$ cat src/hdl/yad_pkg.sv
// ============================================================================
// yad_pkg: shared types and helpers for the yEnc article decoder
// Request and result payloads, the per-request op bundle passed from the
// parser to the result stage, character constants and the CRC-32 byte step.
// ============================================================================
`default_nettype none

package yad_pkg;

    // Most results one input byte can cause (broken trailer prefix + byte)
    localparam int MaxOps = 5;

    // Character codes
    localparam logic [7:0] CH_NUL = 8'h00;
    localparam logic [7:0] CH_LF  = 8'h0A;
    localparam logic [7:0] CH_CR  = 8'h0D;
    localparam logic [7:0] CH_DOT = 8'h2E;
    localparam logic [7:0] CH_EQ  = 8'h3D;

    // yEnc offsets: plain bytes lose 42, escaped bytes lose 42 + 64
    localparam logic [7:0] ByteOff = 8'd42;
    localparam logic [7:0] EscOff  = 8'd106;

    localparam logic [31:0] CrcInit = 32'hFFFF_FFFF;
    localparam logic [31:0] CrcPoly = 32'hEDB8_8320;

    typedef enum logic [1:0] {
        KIND_DATA = 2'd0,
        KIND_END  = 2'd1,
        KIND_ERR  = 2'd2
    } kind_t;

    typedef struct packed {
        logic [7:0] in_byte;
        logic       article_start;
    } item_t;

    typedef struct packed {
        kind_t       kind;
        logic [7:0]  out_byte;
        logic [31:0] crc_value;
        logic        last;
    } result_t;

    // One pending result, CRC not yet applied
    typedef struct packed {
        kind_t      kind;
        logic [7:0] data;
    } op_t;

    // Everything one request causes, in order
    typedef struct packed {
        logic                  clear;
        logic [2:0]            cnt;
        op_t [MaxOps-1:0]      ops;
    } bundle_t;

    function automatic op_t mk_data(input logic [7:0] v);
        op_t o;
        o.kind = KIND_DATA;
        o.data = v;
        return o;
    endfunction

    // Characters of the "=yend " trailer prefix
    function automatic logic [7:0] yend_char(input logic [2:0] k);
        logic [7:0] c;
        unique case (k)
            3'd0:    c = 8'h3D;
            3'd1:    c = 8'h79;
            3'd2:    c = 8'h65;
            3'd3:    c = 8'h6E;
            3'd4:    c = 8'h64;
            3'd5:    c = 8'h20;
            default: c = 8'h3D;
        endcase
        return c;
    endfunction

    // Reflected CRC-32, one byte
    function automatic logic [31:0] crc_byte(input logic [31:0] crc, input logic [7:0] v);
        logic [31:0] c;
        c = crc ^ {24'd0, v};
        for (int i = 0; i < 8; i++) begin
            c = (c >> 1) ^ (CrcPoly & {32{c[0]}});
        end
        return c;
    endfunction

endpackage

`default_nettype wire

$ cat src/hdl/yad_parse.sv
// ============================================================================
// yad_parse: line and escape parser
// Tracks line position, dot-stuffing, escapes and the trailer prefix, and
// turns each accepted request into a bundle of up to five pending results.
// ============================================================================
`default_nettype none

module yad_parse (
    input  wire logic             clk,
    input  wire logic             rst_n,
    input  wire logic             accept,
    input  wire yad_pkg::item_t   item,
    output logic                  bund_valid,
    output yad_pkg::bundle_t      bund
);
    import yad_pkg::*;

    typedef enum logic [7:0] {
        PH_LINE  = 8'b0000_0001,
        PH_DATA  = 8'b0000_0010,
        PH_ESC   = 8'b0000_0100,
        PH_DOT   = 8'b0000_1000,
        PH_DOTCR = 8'b0001_0000,
        PH_YPFX  = 8'b0010_0000,
        PH_SKIP  = 8'b0100_0000,
        PH_HALT  = 8'b1000_0000
    } phase_t;

    phase_t           phase_reg, phase_next, ph_cur;
    logic [2:0]       pfx_reg, pfx_next, pfx_cur;
    logic [2:0]       k;
    logic [7:0]       b;
    logic [2:0]       n;
    op_t [MaxOps-1:0] ops;
    op_t              dot_op;

    // Plain byte handling
    logic             pl_emit;
    op_t              pl_op;
    phase_t           pl_phase;

    assign b      = item.in_byte;
    assign dot_op = mk_data(CH_DOT - ByteOff);

    always_comb
    begin
        pl_emit  = 1'b1;
        pl_op    = mk_data(b - ByteOff);
        pl_phase = PH_DATA;
        unique case (b)
            CH_NUL:
            begin
                pl_op.kind = KIND_ERR;
                pl_op.data = 8'd0;
                pl_phase   = PH_HALT;
            end
            CH_CR:
            begin
                pl_emit  = 1'b0;
                pl_phase = PH_DATA;
            end
            CH_LF:
            begin
                pl_emit  = 1'b0;
                pl_phase = PH_LINE;
            end
            CH_EQ:
            begin
                pl_emit  = 1'b0;
                pl_phase = PH_ESC;
            end
            default:
            begin
                pl_emit = 1'b1;
            end
        endcase
    end

    // Next state and result list
    always_comb
    begin
        ph_cur     = item.article_start ? PH_LINE : phase_reg;
        pfx_cur    = item.article_start ? 3'd0 : pfx_reg;
        phase_next = ph_cur;
        pfx_next   = pfx_cur;
        n          = 3'd0;
        ops        = '0;
        k          = (pfx_cur < 3'd1 || pfx_cur > 3'd5) ? 3'd1 : pfx_cur;
        unique case (ph_cur)
            PH_LINE, PH_DATA:
            begin
                if (ph_cur == PH_LINE && b == CH_DOT) begin
                    phase_next = PH_DOT;
                end else if (ph_cur == PH_LINE && b == CH_EQ) begin
                    phase_next = PH_YPFX;
                    pfx_next   = 3'd1;
                end else begin
                    ops[0]     = pl_op;
                    n          = {2'd0, pl_emit};
                    phase_next = pl_phase;
                end
            end
            PH_ESC:
            begin
                ops[0]     = mk_data(b - EscOff);
                n          = 3'd1;
                phase_next = PH_DATA;
            end
            PH_DOT, PH_DOTCR:
            begin
                if (b == CH_LF) begin
                    ops[0].kind = KIND_END;
                    ops[0].data = 8'd0;
                    n           = 3'd1;
                    phase_next  = PH_HALT;
                end else if (ph_cur == PH_DOT && b == CH_DOT) begin
                    // stuffed dot
                    ops[0]     = dot_op;
                    n          = 3'd1;
                    phase_next = PH_DATA;
                end else if (ph_cur == PH_DOT && b == CH_CR) begin
                    phase_next = PH_DOTCR;
                end else begin
                    // lone dot is data, then the byte itself
                    ops[0]     = dot_op;
                    ops[1]     = pl_op;
                    n          = 3'd1 + {2'd0, pl_emit};
                    phase_next = pl_phase;
                end
            end
            PH_YPFX:
            begin
                if (b == yend_char(k)) begin
                    if (k == 3'd5) begin
                        phase_next = PH_SKIP;
                        pfx_next   = 3'd0;
                    end else begin
                        pfx_next = k + 3'd1;
                    end
                end else begin
                    pfx_next = 3'd0;
                    if (k == 3'd1) begin
                        // byte after a lone '=' is escaped
                        ops[0]     = mk_data(b - EscOff);
                        n          = 3'd1;
                        phase_next = PH_DATA;
                    end else begin
                        // replay the matched prefix as data
                        ops[0] = mk_data(yend_char(3'd1) - EscOff);
                        for (int i = 1; i < 4; i++) begin
                            if (i + 2 <= int'(k)) begin
                                ops[i] = mk_data(yend_char(3'(i + 1)) - ByteOff);
                            end
                        end
                        ops[k - 3'd1] = pl_op;
                        n             = (k - 3'd1) + {2'd0, pl_emit};
                        phase_next    = pl_phase;
                    end
                end
            end
            PH_SKIP:
            begin
                if (b == CH_LF) begin
                    phase_next = PH_LINE;
                end
            end
            PH_HALT:
            begin
                phase_next = PH_HALT;
            end
            default:
            begin
                phase_next = PH_HALT;
            end
        endcase
    end

    assign bund.clear = item.article_start;
    assign bund.cnt   = n;
    assign bund.ops   = ops;
    assign bund_valid = accept && (n != 3'd0 || item.article_start);

    // Parser state
    always_ff @(posedge clk or negedge rst_n)
    begin
        if (!rst_n) begin
            phase_reg <= PH_LINE;
            pfx_reg   <= 3'd0;
        end else if (accept) begin
            phase_reg <= phase_next;
            pfx_reg   <= pfx_next;
        end
    end

endmodule

`default_nettype wire

$ cat src/hdl/yad_emit.sv
// ============================================================================
// yad_emit: result stage
// Holds one op bundle, sends its results through the output register one
// per cycle unless stalled, and keeps the running CRC-32 over decoded bytes.
// ============================================================================
`default_nettype none

module yad_emit (
    input  wire logic              clk,
    input  wire logic              rst_n,
    input  wire logic              bund_load,
    input  wire yad_pkg::bundle_t  bund_in,
    output logic                   bund_stall,
    output logic                   result_valid,
    input  wire logic              result_stall,
    output yad_pkg::result_t       result
);
    import yad_pkg::*;

    bundle_t     bund_reg;
    logic        bund_valid_reg, bund_valid_next;
    logic [2:0]  idx_reg, idx_next;
    logic [31:0] crc_reg, crc_next, crc_base;
    logic        out_valid_reg, out_valid_next;
    result_t     out_reg, out_next;
    logic        out_free, fire, last_op, has_out;
    op_t         cur;

    assign out_free = !out_valid_reg || !result_stall;
    assign has_out  = bund_reg.cnt != 3'd0;
    assign cur      = bund_reg.ops[idx_reg];
    assign last_op  = !has_out || (idx_reg == bund_reg.cnt - 3'd1);
    assign fire     = bund_valid_reg && (!has_out || out_free);

    assign bund_stall = bund_valid_reg && !(fire && last_op);

    // CRC restarts ahead of the first op of an article-start bundle
    assign crc_base = (idx_reg == 3'd0 && bund_reg.clear) ? CrcInit : crc_reg;

    // Step through the bundle
    always_comb
    begin
        crc_next        = crc_reg;
        idx_next        = idx_reg;
        bund_valid_next = bund_valid_reg;
        out_valid_next  = out_valid_reg;
        out_next        = out_reg;
        if (out_free) begin
            out_valid_next = 1'b0;
        end
        if (fire) begin
            crc_next = crc_base;
            if (has_out) begin
                out_valid_next     = 1'b1;
                out_next.kind      = cur.kind;
                out_next.out_byte  = (cur.kind == KIND_DATA) ? cur.data : 8'd0;
                out_next.crc_value = (cur.kind == KIND_END) ? ~crc_base : 32'd0;
                out_next.last      = last_op;
                if (cur.kind == KIND_DATA) begin
                    crc_next = crc_byte(crc_base, cur.data);
                end
            end
            if (last_op) begin
                idx_next        = 3'd0;
                bund_valid_next = 1'b0;
            end else begin
                idx_next = idx_reg + 3'd1;
            end
        end
        if (bund_load) begin
            bund_valid_next = 1'b1;
        end
    end

    // Control and CRC
    always_ff @(posedge clk or negedge rst_n)
    begin
        if (!rst_n) begin
            bund_valid_reg <= 1'b0;
            idx_reg        <= 3'd0;
            crc_reg        <= CrcInit;
            out_valid_reg  <= 1'b0;
        end else begin
            bund_valid_reg <= bund_valid_next;
            idx_reg        <= idx_next;
            crc_reg        <= crc_next;
            out_valid_reg  <= out_valid_next;
        end
    end

    // Payload
    always_ff @(posedge clk)
    begin
        if (bund_load) begin
            bund_reg <= bund_in;
        end
        out_reg <= out_next;
    end

    assign result_valid = out_valid_reg;
    assign result       = out_reg;

    // Checks
    a_idx_in_range: assert property (@(posedge clk) disable iff (!rst_n)
        (bund_valid_reg && has_out) |-> (idx_reg < bund_reg.cnt))
        else $error("op index past bundle count");

    a_idle_idx_zero: assert property (@(posedge clk) disable iff (!rst_n)
        !bund_valid_reg |-> (idx_reg == 3'd0))
        else $error("op index not zero while bundle slot empty");

    a_no_overwrite: assert property (@(posedge clk) disable iff (!rst_n)
        bund_load |-> (!bund_valid_reg || (fire && last_op)))
        else $error("bundle loaded over a pending bundle");

    a_nondata_zero: assert property (@(posedge clk) disable iff (!rst_n)
        (out_valid_reg && out_reg.kind != KIND_DATA) |-> (out_reg.out_byte == 8'd0))
        else $error("nonzero byte on end or error result");

endmodule

`default_nettype wire

$ cat src/hdl/yenc_article_decoder_unit.sv
// ============================================================================
// yenc_article_decoder_unit: yEnc article body decoder with CRC-32
// Top level: joins the line parser to the result stage.
// ============================================================================
// One body byte is taken per request, and a new byte can be taken every
// cycle while item_stall is low. A byte causes zero to five results (data
// byte, end of article or NUL error), sent in order on the single result
// port; a byte with several results holds the request side until its last
// result enters the output register. The parser works out all results of a
// byte combinationally; the result stage then sends them in order and folds
// each data byte into the CRC-32 on its way out. After end of article or a
// NUL error no results appear until a request with article_start set.
`default_nettype none

module yenc_article_decoder_unit (
    input  wire logic             clk,
    input  wire logic             rst_n,
    input  wire logic             item_valid,
    output logic                  item_stall,
    input  wire yad_pkg::item_t   item,
    output logic                  result_valid,
    input  wire logic             result_stall,
    output yad_pkg::result_t      result
);
    import yad_pkg::*;

    logic    accept;
    logic    bund_valid;
    logic    bund_stall;
    bundle_t bund;

    assign item_stall = bund_stall;
    assign accept     = item_valid && !bund_stall;

    yad_parse u_parse (
        .clk        (clk),
        .rst_n      (rst_n),
        .accept     (accept),
        .item       (item),
        .bund_valid (bund_valid),
        .bund       (bund)
    );

    yad_emit u_emit (
        .clk          (clk),
        .rst_n        (rst_n),
        .bund_load    (bund_valid),
        .bund_in      (bund),
        .bund_stall   (bund_stall),
        .result_valid (result_valid),
        .result_stall (result_stall),
        .result       (result)
    );

endmodule

`default_nettype wire

$ cat config.mk
export PLATFORM = sky130hd
export DESIGN_NAME = yenc_article_decoder_unit
export DESIGN_NICKNAME = d
export VERILOG_FILES = /design/src/hdl/yad_pkg.sv /design/src/hdl/yad_parse.sv /design/src/hdl/yad_emit.sv /design/src/hdl/yenc_article_decoder_unit.sv
export SDC_FILE = /design/constraint.sdc
export NUM_CORES = 1
export LEC_CHECK = 0
export BUFFER_PORTS_ARGS = -buffer_cell sky130_fd_sc_hd__buf_2
export CAP_MARGIN = 25
export CELL_PAD_IN_SITES_DETAIL_PLACEMENT = 1
export CELL_PAD_IN_SITES_GLOBAL_PLACEMENT = 2
export CORE_UTILIZATION = 43
export DETAILED_ROUTE_END_ITERATION = 8
export PLACE_DENSITY_LB_ADDON = 0.1
export SYNTH_ARGS = -nofsm -noshare
export SYNTH_HDL_FRONTEND = slang
export SYNTH_SLANG_ARGS = --single-unit
$ cat constraint.sdc
create_clock -name clk -period 14.25 [get_ports clk]
set_clock_uncertainty 0.05 [all_clocks]
set_input_delay 2.85 -clock clk [delete_from_list [all_inputs] [get_ports clk]]
set_output_delay 2.85 -clock clk [all_outputs]
set_load 0.01 [all_outputs]
# ---- Word-level counts from Yosys, hierarchy flattened
# Index checks and enable logic that the tools add are counted.
dict set report totals {
  elab_cells 187
  inputBits 13
  regBits 145
  out_inout_bits 45
}
dict set report op_classes {
  order_cmp 8
  n_addsub 11
  muxes 82
  n_eq_ne 19
  n_bitwise 11
  n_reduce_logical 34
}
# operator count
set op_table {}
lappend op_table {{$xor 31x32->32} 8}
lappend op_table {{$mux 8} 26}
lappend op_table {{$mux 10} 20}
lappend op_table {{$mux 32} 3}
lappend op_table {{$bwmux 50} 1}
lappend op_table {{$mux 20} 2}
lappend op_table {{$pmux 10 s4} 1}
lappend op_table {{$pmux 8 s5} 1}
lappend op_table {{$mux 3} 13}
lappend op_table {{$pmux 7 s5} 1}
lappend op_table {{$not 32->32} 1}
lappend op_table {{$sub 8x6->8 const B} 4}
lappend op_table {{$xor 32x8->32} 1}
lappend op_table {{$bmux 10 s3} 1}
lappend op_table {{$demux 10 s3} 1}
lappend op_table {{$eq 8x4->1 const B} 3}
lappend op_table {{$eq 8x6->1 const B} 3}
lappend op_table {{$pmux 8 s3} 1}
lappend op_table {{$pmux 10 s2} 1}
lappend op_table {{$pmux 3 s4} 1}
lappend op_table {{$logic_and 1x1->1} 11}
lappend op_table {{$eq 8x1->1 const B} 1}
lappend op_table {{$eq 8x2->1 const B} 1}
lappend op_table {{$eq 8x3->1 const B} 1}
lappend op_table {{32 further kinds} 58}

# ---- Longest topological paths before layout
# Gate-level depths: netlist of the first run.
dict set report logic_depth {
  word_depth 19
  depth_mapped 15
  ltp_nobuf 14
}

# ---- Hierarchy
# From an unflattened synthesis of the first run, not the netlist that was laid out.
dict set report hier_totals {
  hier_cells 743
  hier_area_um2 8076.5
}
# module seq_area_each_um2 area_per_inst_um2 cells_each n_inst
set by_module_without_submodules {}
lappend by_module_without_submodules {yad_emit 3878.7 6097.1 452 1}
lappend by_module_without_submodules {yad_parse 276.5 1965.6 290 1}
lappend by_module_without_submodules {yenc_article_decoder_unit 0.0 13.8 1 1}

# ---- Least setup slack after synthesis of the first run
# No wires, ideal clock.
dict set report synth_path {
  path_kind {input to register}
  start {input port item[5] (netlist bit)}
  end {register u_emit.bund_reg[0] (netlist bit) (enable)}
  arrival_time_ns 7.308
  slack_ns 6.434
  n_path_buf 1
  setup_time_ns 0.458
  path_stages 12
  t_required_ns 13.742
  cell_sequence {clkbuf_1 > or4_1 > nor4_2 > nor3_1 > ha_1 > ha_1 > xnor2_1 > xnor2_1 > a21oi_1 > nor3_1 > nor4b_1 > nor2_1}
}
dict set report synth_via {
  elab_chain_len 11
  word_cells_on_any_way 24
  cone_classes {add/sub: 2; eq/ne: 5; mux: 9; reduce/logical: 8}
}
# item line_no
set synth_rtl {}
lappend synth_rtl {{start, declared} yenc_article_decoder_unit.sv:20} ;# input wire yad_pkg::item_t item,
lappend synth_rtl {{branches (longest 7 deep; another with $add 3x1->3)} -}
lappend synth_rtl {{$pmux 3 s4 *} yad_parse.sv:89} ;# unique case (ph_cur)
lappend synth_rtl {{$reduce_bool 3->1 *} yad_parse.sv:181} ;# assign bund_valid = accept && (n != 3'd0 || item.article_start);
lappend synth_rtl {{$logic_or 1x1->1 *} yad_parse.sv:181}
lappend synth_rtl {{$logic_and 1x1->1 *} yad_parse.sv:181}
lappend synth_rtl {{net bund_valid} yenc_article_decoder_unit.sv:28} ;# logic bund_valid;
lappend synth_rtl {{end signal, assigned} yad_emit.sv:95} ;# bund_reg <= bund_in;
lappend synth_rtl {{end, declared} yad_emit.sv:20} ;# bundle_t bund_reg;
# Mark *: on every way through the listed nets, which the timed path passes.
# A chain may end at the register's enable or synchronous reset.

# ---- Worst setup path after layout of the first run
dict set report layout_path {
  start {input port result_stall}
  end {output port item_stall}
}
dict set report layout_via {
  elab_chain_len 7
}
# item line_no
set layout_rtl {}
lappend layout_rtl {{start, declared} yenc_article_decoder_unit.sv:22} ;# input wire logic result_stall,
lappend layout_rtl {{$logic_not 1->1} yad_emit.sv:29} ;# assign out_free = !out_valid_reg || !result_stall;
lappend layout_rtl {{$logic_or 1x1->1} yad_emit.sv:29}
lappend layout_rtl {{$logic_or 1x1->1} yad_emit.sv:33} ;# assign fire = bund_valid_reg && (!has_out || out_free);
lappend layout_rtl {{$logic_and 1x1->1} yad_emit.sv:33}
lappend layout_rtl {{$logic_and 1x1->1} yad_emit.sv:35} ;# assign bund_stall = bund_valid_reg && !(fire && last_op);
lappend layout_rtl {{$logic_not 1->1} yad_emit.sv:35}
lappend layout_rtl {{$logic_and 1x1->1} yad_emit.sv:35}
lappend layout_rtl {{end, declared} yenc_article_decoder_unit.sv:19} ;# output logic item_stall,
# Every way passes these cells.

==> impl_metrics.json, run 1 <==
{
  "outcome": "finished, final reports clean",
  "number_of_antenna_repair_diodes": 0,
  "max_freq_mhz": 150.3,
  "postSynthNetCount": 761,
  "fillCellCount": 1952,
  "syn_area_per_cell_um2": 10.56,
  "worst_path_largest_cell_delay_ns": 0.26,
  "first_global_vias": 5922,
  "row_count": 48,
  "synth-seq-area-share_pct": 51.98,
  "gp_congestion": 0.8362,
  "fp.dieArea_mm2": 0.01859,
  "drive_above_1_share_pct": 21.86,
  "worst_pin_slew_ns": 0.9625,
  "drt_iter0_markers": 326,
  "cp.buffers_inverters": 3,
  "timing.final.crit_share_pct": 46.69,
  "wl_um": 20690,
  "cp_top_family": "compound AO/OA/AOI/OAI gates",
  "grt_pass1_wl_um": 32870,
  "cells_along_the_critical_path": "buf_2 > nand2_1 > o21a_1 > a21bo_2 > inv_1 > buf_2",
  "floorplan.core_area_mm2": 0.01748,
  "final_layout_worst_hold_slack_ns": 0.4658,
  "die-height_um": 136.4,
  "unrepaired_setup_endpoints_after_global_routing": "no",
  "drt_pass1_iterations": 4,
  "crit_path_end_kind": "output port",
  "finalHoldViolCount": 0,
  "critPathSlowestCell": "sky130_fd_sc_hd__o21a_1",
  "synthTopCellsByArea": "sky130_fd_sc_hd__edfxtp_1, sky130_fd_sc_hd__dfstp_2, sky130_fd_sc_hd__nor2_1",
  "worst-endpoint-arrival_ns": 3.75,
  "synth_cell_type_count": 67,
  "numCtsBuffers": 17,
  "finalCriticalPeriod_ns": 6.653,
  "sum_of_negative_setup_slack_ns": 0,
  "placement.io_buffers": 57,
  "synth.cell_area_mm2": 0.007762,
  "clock_sinks": 141,
  "postRouteAntennaNets": 0,
  "synth_top_cell_area_share_pct": 35.98,
  "detailedPlacementHpwl_um": 14850,
  "dominantRegCellSynth": "sky130_fd_sc_hd__edfxtp_1",
  "synth_top_cells_by_count": "sky130_fd_sc_hd__nor2_1, sky130_fd_sc_hd__edfxtp_1, sky130_fd_sc_hd__xnor2_1",
  "multi_input_comb_area_mm2": 0.003522,
  "floorplan.initialDensity_pct": 44.42,
  "crit_path_start_kind": "input port",
  "number_of_pins_exceeding_their_max_slew_limit_in_the_final_report": 0,
  "vias": 5624,
  "synth_edf_count": 93,
  "synth-async-reset-ratio_pct": 34.04,
  "post_cts_hold_buffer_count": 0,
  "wl_per_cell_um": 20.26,
  "maximum_number_of_pins_on_one_net_before_global_route_repair": 51,
  "seqCellArea_mm2": 0.004035,
  "clkSlewWorstSetupHoldPaths_ns": 0.06,
  "postCtsResizedCells": 0,
  "cts_tree": "built",
  "post-route-drc-count": 0,
  "cts_max_path_buffers": 2,
  "largest_register_ff_count": 50,
  "yosys_warnings": 0,
  "critical_path.most_common_cell": "sky130_fd_sc_hd__buf_2",
  "min-delay-path-class": "reg2reg",
  "synth_most_common_cell": "sky130_fd_sc_hd__nor2_1",
  "drt-vias-per-instance": 5.508,
  "postLayoutSetupSlackWorst_ns": 7.597,
  "path_class": "in2out",
  "postSynthRegisterBits": 141,
  "critical_path_fanout_max": 5,
  "post_cts.repair.setup_buffers": 0,
  "max_cap_violations": 0,
  "htreeDepth": 4,
  "ios": 58,
  "required_ns": 11.35,
  "max-slew-margin-rel_pct": 35.69,
  "finalSetupViolCount": 0,
  "netlist_instances": 735,
  "number_of_nets_in_the_final_layout": 809,
  "track_usage_pct": 23.84,
  "clock-root-buffer": "sky130_fd_sc_hd__clkbuf_16",
  "clkLatencyLatePin_ns": 0.43,
  "die_span_in_x_um": 136.4,
  "antenna_found_initial": 0,
  "library_cell_occupying_the_most_area_in_the_post_synthesis_netlist": "sky130_fd_sc_hd__edfxtp_1",
  "dp_slack_ns": 7.188,
  "syn2layout_area_growth_pct": 13.48,
  "gr-total-overflow": 0
}
## through the flow
step | cells | area [µm²] | utilization, %
floorplan | 735 | 7762 | -
global placement | 989 | 8259 | 47.26
detailed placement | 989 | 8259 | 47.26
CTS | 1021 | 8808 | 50.40
global route | 1021 | 8808 | 50.40
finish | 1021 | 8808 | 50.40
## worst paths after layout
| check | startpoint | to | slack [ns] | cells after the start |
|---|---|---|---|---|
| max | result_stall | item_stall | 7.60 | 6 |
| min | u_emit.crc_reg[5] | u_emit.crc_reg[5] | 0.47 | 2 |
| max reg2reg | u_parse.pfx_reg[1] | u_emit.bund_reg[33] | 9.90 | 13 |
| min reg2reg | u_emit.crc_reg[5] | u_emit.crc_reg[5] | 0.47 | 2 |
| max in group asynchronous | rst_n | u_emit.bund_valid_reg | 11.20 | 2 |
| min in group asynchronous | rst_n | u_parse.phase_reg[2] | 2.51 | 2 |
## metal layers
metal	vias to the layer above	track usage, %	part of all wire (%)
met1	2824	28.20	42
met5	-	0	0
met4	0	9.198	2.6
met3	33	4.288	2.2
met2	94	42.58	53
li1	2673	-	-
## placed cells by master (no fill, tap or decap), types with 20 or more instances in the layout
cell type / n
sky130_fd_sc_hd__nor2_1: 157
sky130_fd_sc_hd__edfxtp_1: 93
sky130_fd_sc_hd__buf_2: 57
sky130_fd_sc_hd__xnor2_1: 48
sky130_fd_sc_hd__a21oi_1: 45
sky130_fd_sc_hd__o21ai_0: 43
sky130_fd_sc_hd__nand2_1: 38
sky130_fd_sc_hd__dfstp_2: 33
sky130_fd_sc_hd__xor2_1: 22
sky130_fd_sc_hd__nor3_1: 20
## logic make-up (layout without fill, tap and decap cells)
family | count (synthesis) | after routing | share of synthesized area [%]
simple gates | 280 | 280 | 16.22
fa+ha+maj | 13 | 13 | 2.095
mux | 17 | 17 | 3.046
compound gates | 142 | 142 | 11.41
buf+inv | 56 | 117 | 3.046
flops | 141 | 141 | 51.98
xor+xnor | 86 | 86 | 12.20
## worst min-delay path, cell delays in order, from the launching register on
cell                      delay (ns)
sky130_fd_sc_hd__dfstp_2        0.38
sky130_fd_sc_hd__nor2_1         0.09
sky130_fd_sc_hd__a21oi_1        0.05
## layout make-up
type,instances,share of cell area (%)
flip-flops and latches,141,45.81
multi-input cells,538,39.99
clock buffers,18,4.872
repair buffers,65,3.920
well taps,225,3.196
clock inverters,14,1.364
inverters,20,0.8523
Power of run 1 is left out: the tool's default activity adds up to more than one toggle a clock period on the data nets, which glitch-free logic cannot reach.
==> run 2, diff against run 1 <==
- ABC_AREA: unset -> 1
- CORE_UTILIZATION: 43 -> 37
- clock period: 14.25 -> 6.9 ns (I/O delays scaled with it)
==> run 2 against run 1 <==
Compared with the run above: sequential cell count is the same; hold slack worse by 0.046 ns; non-clock buffer count grew 2; worst setup slack got worse by 5.3 ns; clock-buffer cell count fell by 1; final cell count rose by 44%; design area is 15% higher; synthesized cell count grew 49%; critical path depth is 5 higher; register-to-register slack got worse by 6.9 ns; synthesized area is 15% higher; via count up 32%.
==> impl_metrics.json, run 2 <==
{
  "outcome": "finished, final reports clean",
  "clkLatencyLatePin_ns": 0.44,
  "maximum_number_of_pins_on_one_net_before_global_route_repair": 52,
  "fp.dieArea_mm2": 0.02484,
  "finalHoldViolCount": 0,
  "synth_cell_type_count": 55,
  "critPathSlowestCell": "sky130_fd_sc_hd__nand2_1",
  "gp_congestion": 0.8206,
  "worst-endpoint-arrival_ns": 3.15,
  "max_cap_violations": 0,
  "netlist_instances": 1093,
  "place_inst": 1441,
  "clock-root-buffer": "sky130_fd_sc_hd__clkbuf_16",
  "yosys_warnings": 0,
  "worstSetupStartpoint": "u_emit.bund_reg[50]",
  "drt_pass1_iterations": 4,
  "synth.cell_area_mm2": 0.008960,
  "die-height_um": 157.6,
  "cts_max_path_buffers": 2,
  "critical_path.most_common_cell": "sky130_fd_sc_hd__nand2_1",
  "ios": 58,
  "most-common-layout-cells": "sky130_fd_sc_hd__nand2_1, sky130_fd_sc_hd__nor2_1, sky130_fd_sc_hd__edfxtp_1, sky130_fd_sc_hd__inv_1, sky130_fd_sc_hd__nand3_1",
  "crit_path_start_kind": "flip-flop",
  "setup_slack_of_the_most_critical_reg_to_reg_path_ns": 2.96,
  "vias": 7409,
  "placement.io_buffers": 57,
  "fillCellCount": 2842,
  "unrepaired_setup_endpoints_after_global_routing": "no",
  "clock_sinks": 141,
  "synth_most_common_cell": "sky130_fd_sc_hd__nand2_1",
  "number_of_antenna_repair_diodes": 0,
  "gr-total-overflow": 0,
  "first_global_vias": 7586,
  "required_ns": 5.47,
  "syn2layout_area_growth_pct": 13.22,
  "antenna_found_initial": 0,
  "track_usage_pct": 22.76,
  "drt-vias-per-instance": 5.023,
  "number_of_pins_exceeding_their_max_slew_limit_in_the_final_report": 0,
  "synth_top_cell_area_share_pct": 31.17,
  "finalSetupViolCount": 0,
  "clkSlewWorstSetupHoldPaths_ns": 0.07,
  "post_cts.repair.setup_buffers": 0,
  "worst_path_largest_cell_delay_ns": 0.49,
  "crit_path_end_kind": "output port",
  "final_layout_worst_hold_slack_ns": 0.4197,
  "timing.rr.end": "u_emit.bund_reg[23]",
  "cts_tree": "built",
  "crit-reg2reg-launch": "u_emit.bund_reg[50]",
  "dominantRegCellSynth": "sky130_fd_sc_hd__edfxtp_1",
  "library_cell_occupying_the_most_area_in_the_post_synthesis_netlist": "sky130_fd_sc_hd__edfxtp_1",
  "die_span_in_x_um": 157.6,
  "floorplan.initialDensity_pct": 37.95,
  "detailed_place.area_mm2": 0.009513,
  "cells_along_the_critical_path": "inv_1 > ha_1 > nand2_1 > inv_2 > o21ai_4 > buf_4 > inv_2 > nand2_1 > nand2_1 > inv_1 > buf_2",
  "final_common_cell": "sky130_fd_sc_hd__nand2_1",
  "postSynthNetCount": 1119,
  "wl_per_cell_um": 18.11,
  "drt_iter0_markers": 344,
  "max_freq_mhz": 218.1,
  "wl_um": 26720,
  "post-route-drc-count": 0,
  "syn_area_per_cell_um2": 8.197,
  "critical_path.endpoint": "item_stall",
  "drive_above_1_share_pct": 22.58,
  "largest_register_ff_count": 50,
  "critical_path_fanout_max": 51,
  "number_of_nets_in_the_final_layout": 1169,
  "synth-seq-area-share_pct": 45.04,
  "sum_of_negative_setup_slack_ns": 0,
  "postSynthRegisterBits": 141,
  "grt_pass1_wl_um": 42100,
  "min-delay-path-class": "reg2reg",
  "postRouteAntennaNets": 0,
  "reg2reg_depth": 14,
  "path_class": "reg2out",
  "detailedPlacementHpwl_um": 19380,
  "final_cell_count_no_fill": 1475,
  "synthTopCellsByArea": "sky130_fd_sc_hd__edfxtp_1, sky130_fd_sc_hd__nand2_1, sky130_fd_sc_hd__dfstp_2",
  "synth-async-reset-ratio_pct": 34.04,
  "max-slew-margin-rel_pct": 50.66,
  "synth_top_cells_by_count": "sky130_fd_sc_hd__nand2_1, sky130_fd_sc_hd__nor2_1, sky130_fd_sc_hd__edfxtp_1",
  "numCtsBuffers": 17,
  "finalCriticalPeriod_ns": 4.584,
  "worst_pin_slew_ns": 0.7391,
  "htreeDepth": 4,
  "timing.final.crit_share_pct": 66.44,
  "design_area_mm2": 0.01014,
  "floorplan.core_area_mm2": 0.02361,
  "post_cts_hold_buffer_count": 0,
  "synth_edf_count": 93,
  "row_count": 56,
  "postCtsResizedCells": 0
}
## run 2: cell types whose count changed after synthesis, moves of 22 or more
cell / change
sky130_fd_sc_hd__inv_1: +67
sky130_fd_sc_hd__inv_2: +22
sky130_fd_sc_hd__nand2_1: +234
sky130_fd_sc_hd__nand2_2: +43
sky130_fd_sc_hd__nand3_1: +63
sky130_fd_sc_hd__xnor2_1: -40
## run 2: logic make-up after synthesis
logic type               count (synthesis)  synth area share (%)
flip-flops                             141                 45.04
XOR/XNOR                                39                 4.441
AO/OA/AOI/OAI                          155                 9.985
AND/OR/NAND/NOR                        597                 31.69
adder cells (fa/ha/maj)                 13                 1.815
buffers and inverters                  148                 7.038
## run 2: layout make-up
| class | count | area (µm²) | share of cell area, % |
|---|---|---|---|
| clock buffers | 17 | 425.4 | 4.193 |
| clock inverters | 15 | 166.4 | 1.640 |
| inverters | 112 | 427.9 | 4.218 |
| multi-input cells | 804 | 4305 | 42.44 |
| flip-flops and latches | 141 | 4035 | 39.78 |
| well taps | 319 | 399.1 | 3.934 |
| repair buffers | 67 | 385.4 | 3.799 |
## run 2: critical path: cells and delay by family, from the launching register on
| family | cells | cell delay, ns |
|---|---|---|
| buf+inv | 6 | 1.26 |
| simple gates | 3 | 0.76 |
| flops | 1 | 0.37 |
| fa+ha+maj | 1 | 0.19 |
| compound gates | 1 | 0.14 |
## run 2: how the worst min path moves through the flow
stage / startpoint / endpoint / cells past startpoint
floorplan: u_parse.phase_reg[0] / u_parse.phase_reg[0] / 2
global placement: u_emit.crc_reg[26] / u_emit.crc_reg[26] / 2
detailed placement: u_emit.crc_reg[14] / u_emit.crc_reg[14] / 2
CTS: u_emit.crc_reg[19] / u_emit.crc_reg[19] / 2
global route: u_emit.crc_reg[2] / u_emit.crc_reg[2] / 2
finish: u_emit.crc_reg[13] / u_emit.crc_reg[13] / 2
## run 2: layer usage
| metal | share of wire, % | vias up | routed length [µm] | global-route usage [%] |
|---|---|---|---|---|
| met3 | 2.1 | 32 | 568 | 2.847 |
| met2 | 52 | 102 | 13800 | 41.30 |
| met1 | 44 | 3604 | 11730 | 27.42 |
| met4 | 2.3 | 0 | 621 | 8.460 |
| li1 | - | 3671 | - | - |
| met5 | 0 | - | 0 | 0 |
## run 2: through the flow
step | setup slack, ns | util, %
6_report | 2.316 | 42.96
5_1_grt | 2.082 | 42.96
4_1_cts | 2.203 | 42.79
3_5_place_dp | 1.782 | 40.29
3_3_place_gp | 1.911 | 40.29
2_1_floorplan | 2.190 | -
Power of run 2 is left out for the same reason.
==> run 3, diff against run 2 <==
- CORE_UTILIZATION: 37 -> 34
- clock period: 6.9 -> 3.9 ns (I/O delays scaled with it)
==> run 3 against run 2 <==
Compared with the run above: core utilization is 3.4 points lower; design area up 1.4%; via count rose by 1.0%; non-clock buffer count grew 15; wire length is 3.5% higher; highest routed layer unchanged; sequential share of layout area decreased by 0.53 points.
==> impl_metrics.json, run 3 (synthesized netlist as in run 2, its figures left out) <==
{
  "clock-root-buffer": "sky130_fd_sc_hd__clkbuf_16",
  "max_cap_violations": 0,
  "cp_top_family": "simple AND/OR/NAND/NOR gates",
  "worst_path_largest_cell_delay_ns": 0.23,
  "number_of_pins_exceeding_their_max_slew_limit_in_the_final_report": 0,
  "grt_pass1_wl_um": 44020,
  "fp.dieArea_mm2": 0.02701,
  "floorplan.core_area_mm2": 0.02598,
  "worst_pin_slew_ns": 0.8257,
  "clkLatencyLatePin_ns": 0.45,
  "design_area_mm2": 0.01028,
  "cts_max_path_buffers": 2,
  "numCtsBuffers": 17,
  "max-slew-margin-rel_pct": 44.95,
  "postCtsResizedCells": 0,
  "ios": 58,
  "worstSetupStartpoint": "item[0]",
  "drt_iter0_markers": 352,
  "sum_of_negative_setup_slack_ns": 0,
  "placement.io_buffers": 57,
  "post_cts_hold_buffer_count": 0,
  "post-route-drc-count": 0,
  "detailed_place.area_mm2": 0.009682,
  "crit_path_end_kind": "flip-flop",
  "required_ns": 4.02,
  "htreeDepth": 4,
  "cp.buffers_inverters": 4,
  "antenna_found_initial": 0,
  "first_global_vias": 7767,
  "clkSlewWorstSetupHoldPaths_ns": 0.08,
  "wl_per_cell_um": 18.37,
  "cts_tree": "built",
  "detailedPlacementHpwl_um": 20670,
  "unrepaired_setup_endpoints_after_global_routing": "no",
  "crit-reg2reg-launch": "u_parse.pfx_reg[1]",
  "gr-total-overflow": 0,
  "max_freq_mhz": 303.7,
  "maximum_number_of_pins_on_one_net_before_global_route_repair": 51,
  "critical_path_fanout_max": 50,
  "number_of_antenna_repair_diodes": 0,
  "row_count": 59,
  "die_span_in_x_um": 164.3,
  "finalCriticalPeriod_ns": 3.293,
  "post_cts.repair.setup_buffers": 0,
  "final_common_cell": "sky130_fd_sc_hd__nand2_1",
  "critPathSlowestCell": "sky130_fd_sc_hd__ha_1",
  "wl_um": 27660,
  "largest_register_ff_count": 50,
  "vias": 7484,
  "finalSetupViolCount": 0,
  "drive_above_1_share_pct": 23.74,
  "number_of_nets_in_the_final_layout": 1184,
  "most-common-layout-cells": "sky130_fd_sc_hd__nand2_1, sky130_fd_sc_hd__nor2_1, sky130_fd_sc_hd__edfxtp_1, sky130_fd_sc_hd__inv_1, sky130_fd_sc_hd__nand3_1",
  "worst-endpoint-arrival_ns": 3.41,
  "crit_path_start_kind": "input port",
  "syn2layout_area_growth_pct": 14.76,
  "min-delay-path-class": "in2async",
  "path_class": "in2reg",
  "track_usage_pct": 21.83,
  "die-height_um": 164.3,
  "postRouteAntennaNets": 0,
  "floorplan.initialDensity_pct": 34.48,
  "finalHoldViolCount": 0,
  "clock_sinks": 141,
  "drt-vias-per-instance": 4.969,
  "outcome": "finished, final reports clean",
  "drt_pass1_iterations": 5,
  "cells_along_the_critical_path": "buf_2 > nor2_2 > inv_1 > ha_1 > nor2_1 > o21ai_4 > ha_1 > nand2_1 > nand3_1 > a21oi_1 > o21ai_1 > nor2_2 > nand3_4 > nand3_1 > nand3_1 > nor2_1 > nand2_1 > nand2_1 > clkinvlp_4 > buf_12",
  "gp_congestion": 0.8259,
  "timing.final.crit_share_pct": 84.44
}
-- run 3: cell count changes in the layout (fill, tap and decap cells not counted), sizes merged --
| cell | change |
|---|---|
| buf | +15 |
| inv | -3 |
| clkinvlp | +2 |
| clkinv | +1 |
-- run 3: worst reg2reg max path, cell delays in order (launching register included) --
cell and delay, ns:
sky130_fd_sc_hd__dfrtp_1 0.33, sky130_fd_sc_hd__inv_1 0.06, sky130_fd_sc_hd__nor2_2 0.17, sky130_fd_sc_hd__inv_1 0.09, sky130_fd_sc_hd__ha_1 0.19, sky130_fd_sc_hd__nor2_1 0.18
sky130_fd_sc_hd__o21ai_4 0.14, sky130_fd_sc_hd__ha_1 0.23, sky130_fd_sc_hd__nand2_1 0.06, sky130_fd_sc_hd__nand3_1 0.07, sky130_fd_sc_hd__a21oi_1 0.12, sky130_fd_sc_hd__o21ai_1 0.10
sky130_fd_sc_hd__nor2_2 0.13, sky130_fd_sc_hd__nand3_4 0.12, sky130_fd_sc_hd__nand3_1 0.11, sky130_fd_sc_hd__nand3_1 0.07, sky130_fd_sc_hd__nor2_1 0.09, sky130_fd_sc_hd__nand2_1 0.05
sky130_fd_sc_hd__nand2_1 0.12, sky130_fd_sc_hd__clkinvlp_4 0.12, sky130_fd_sc_hd__buf_12 0.19
-- run 3: through the flow --
step / utilization [%] / instances / setup WS [ns] / hold slack, ns
5_1_grt: 39.57 / 1506 / 0.2983 / 0.4353
2_1_floorplan: - / 1093 / 0.01035 / 0.3972
6_report: 39.57 / 1506 / 0.6067 / 0.3883
4_1_cts: 39.57 / 1506 / 0.6038 / 0.4018
3_3_place_gp: 37.26 / 1474 / 0.2194 / 0.4056
3_5_place_dp: 37.26 / 1474 / 0.1376 / 0.4082
-- run 3: area by class of cell --
cell class              count  area [µm²]
clock inverters            15       175.2
flip-flops and latches    141        4035
fillers                  3158       15700
repair buffers             82       485.5
multi-input cells         804        4310
inverters                 112       431.7
clock buffers              17       425.4
well taps                 335       419.2
-- run 3: final timing paths --
check                                  endpoint  slack [ns]  cells past startpoint
min reg2reg                   u_emit.crc_reg[0]        0.42                      2
min in group clk              u_emit.crc_reg[0]        0.42                      2
max in group asynchronous     u_emit.crc_reg[3]        2.56                      2
max reg2reg                  u_emit.bund_reg[1]        0.79                     20
max                          u_emit.bund_reg[1]        0.61                     20
min                        u_parse.phase_reg[7]        0.39                      1
-- run 3: metal layers --
| metal | track usage, % | wire [µm] | vias to the layer above |
|---|---|---|---|
| met3 | 2.778 | 641 | 34 |
| met1 | 26.16 | 12060 | 3630 |
| li1 | - | - | 3708 |
| met2 | 39.91 | 14400 | 112 |
| met5 | 0 | 0 | - |
| met4 | 7.281 | 556 | 0 |
Power of run 3 is left out for the same reason.
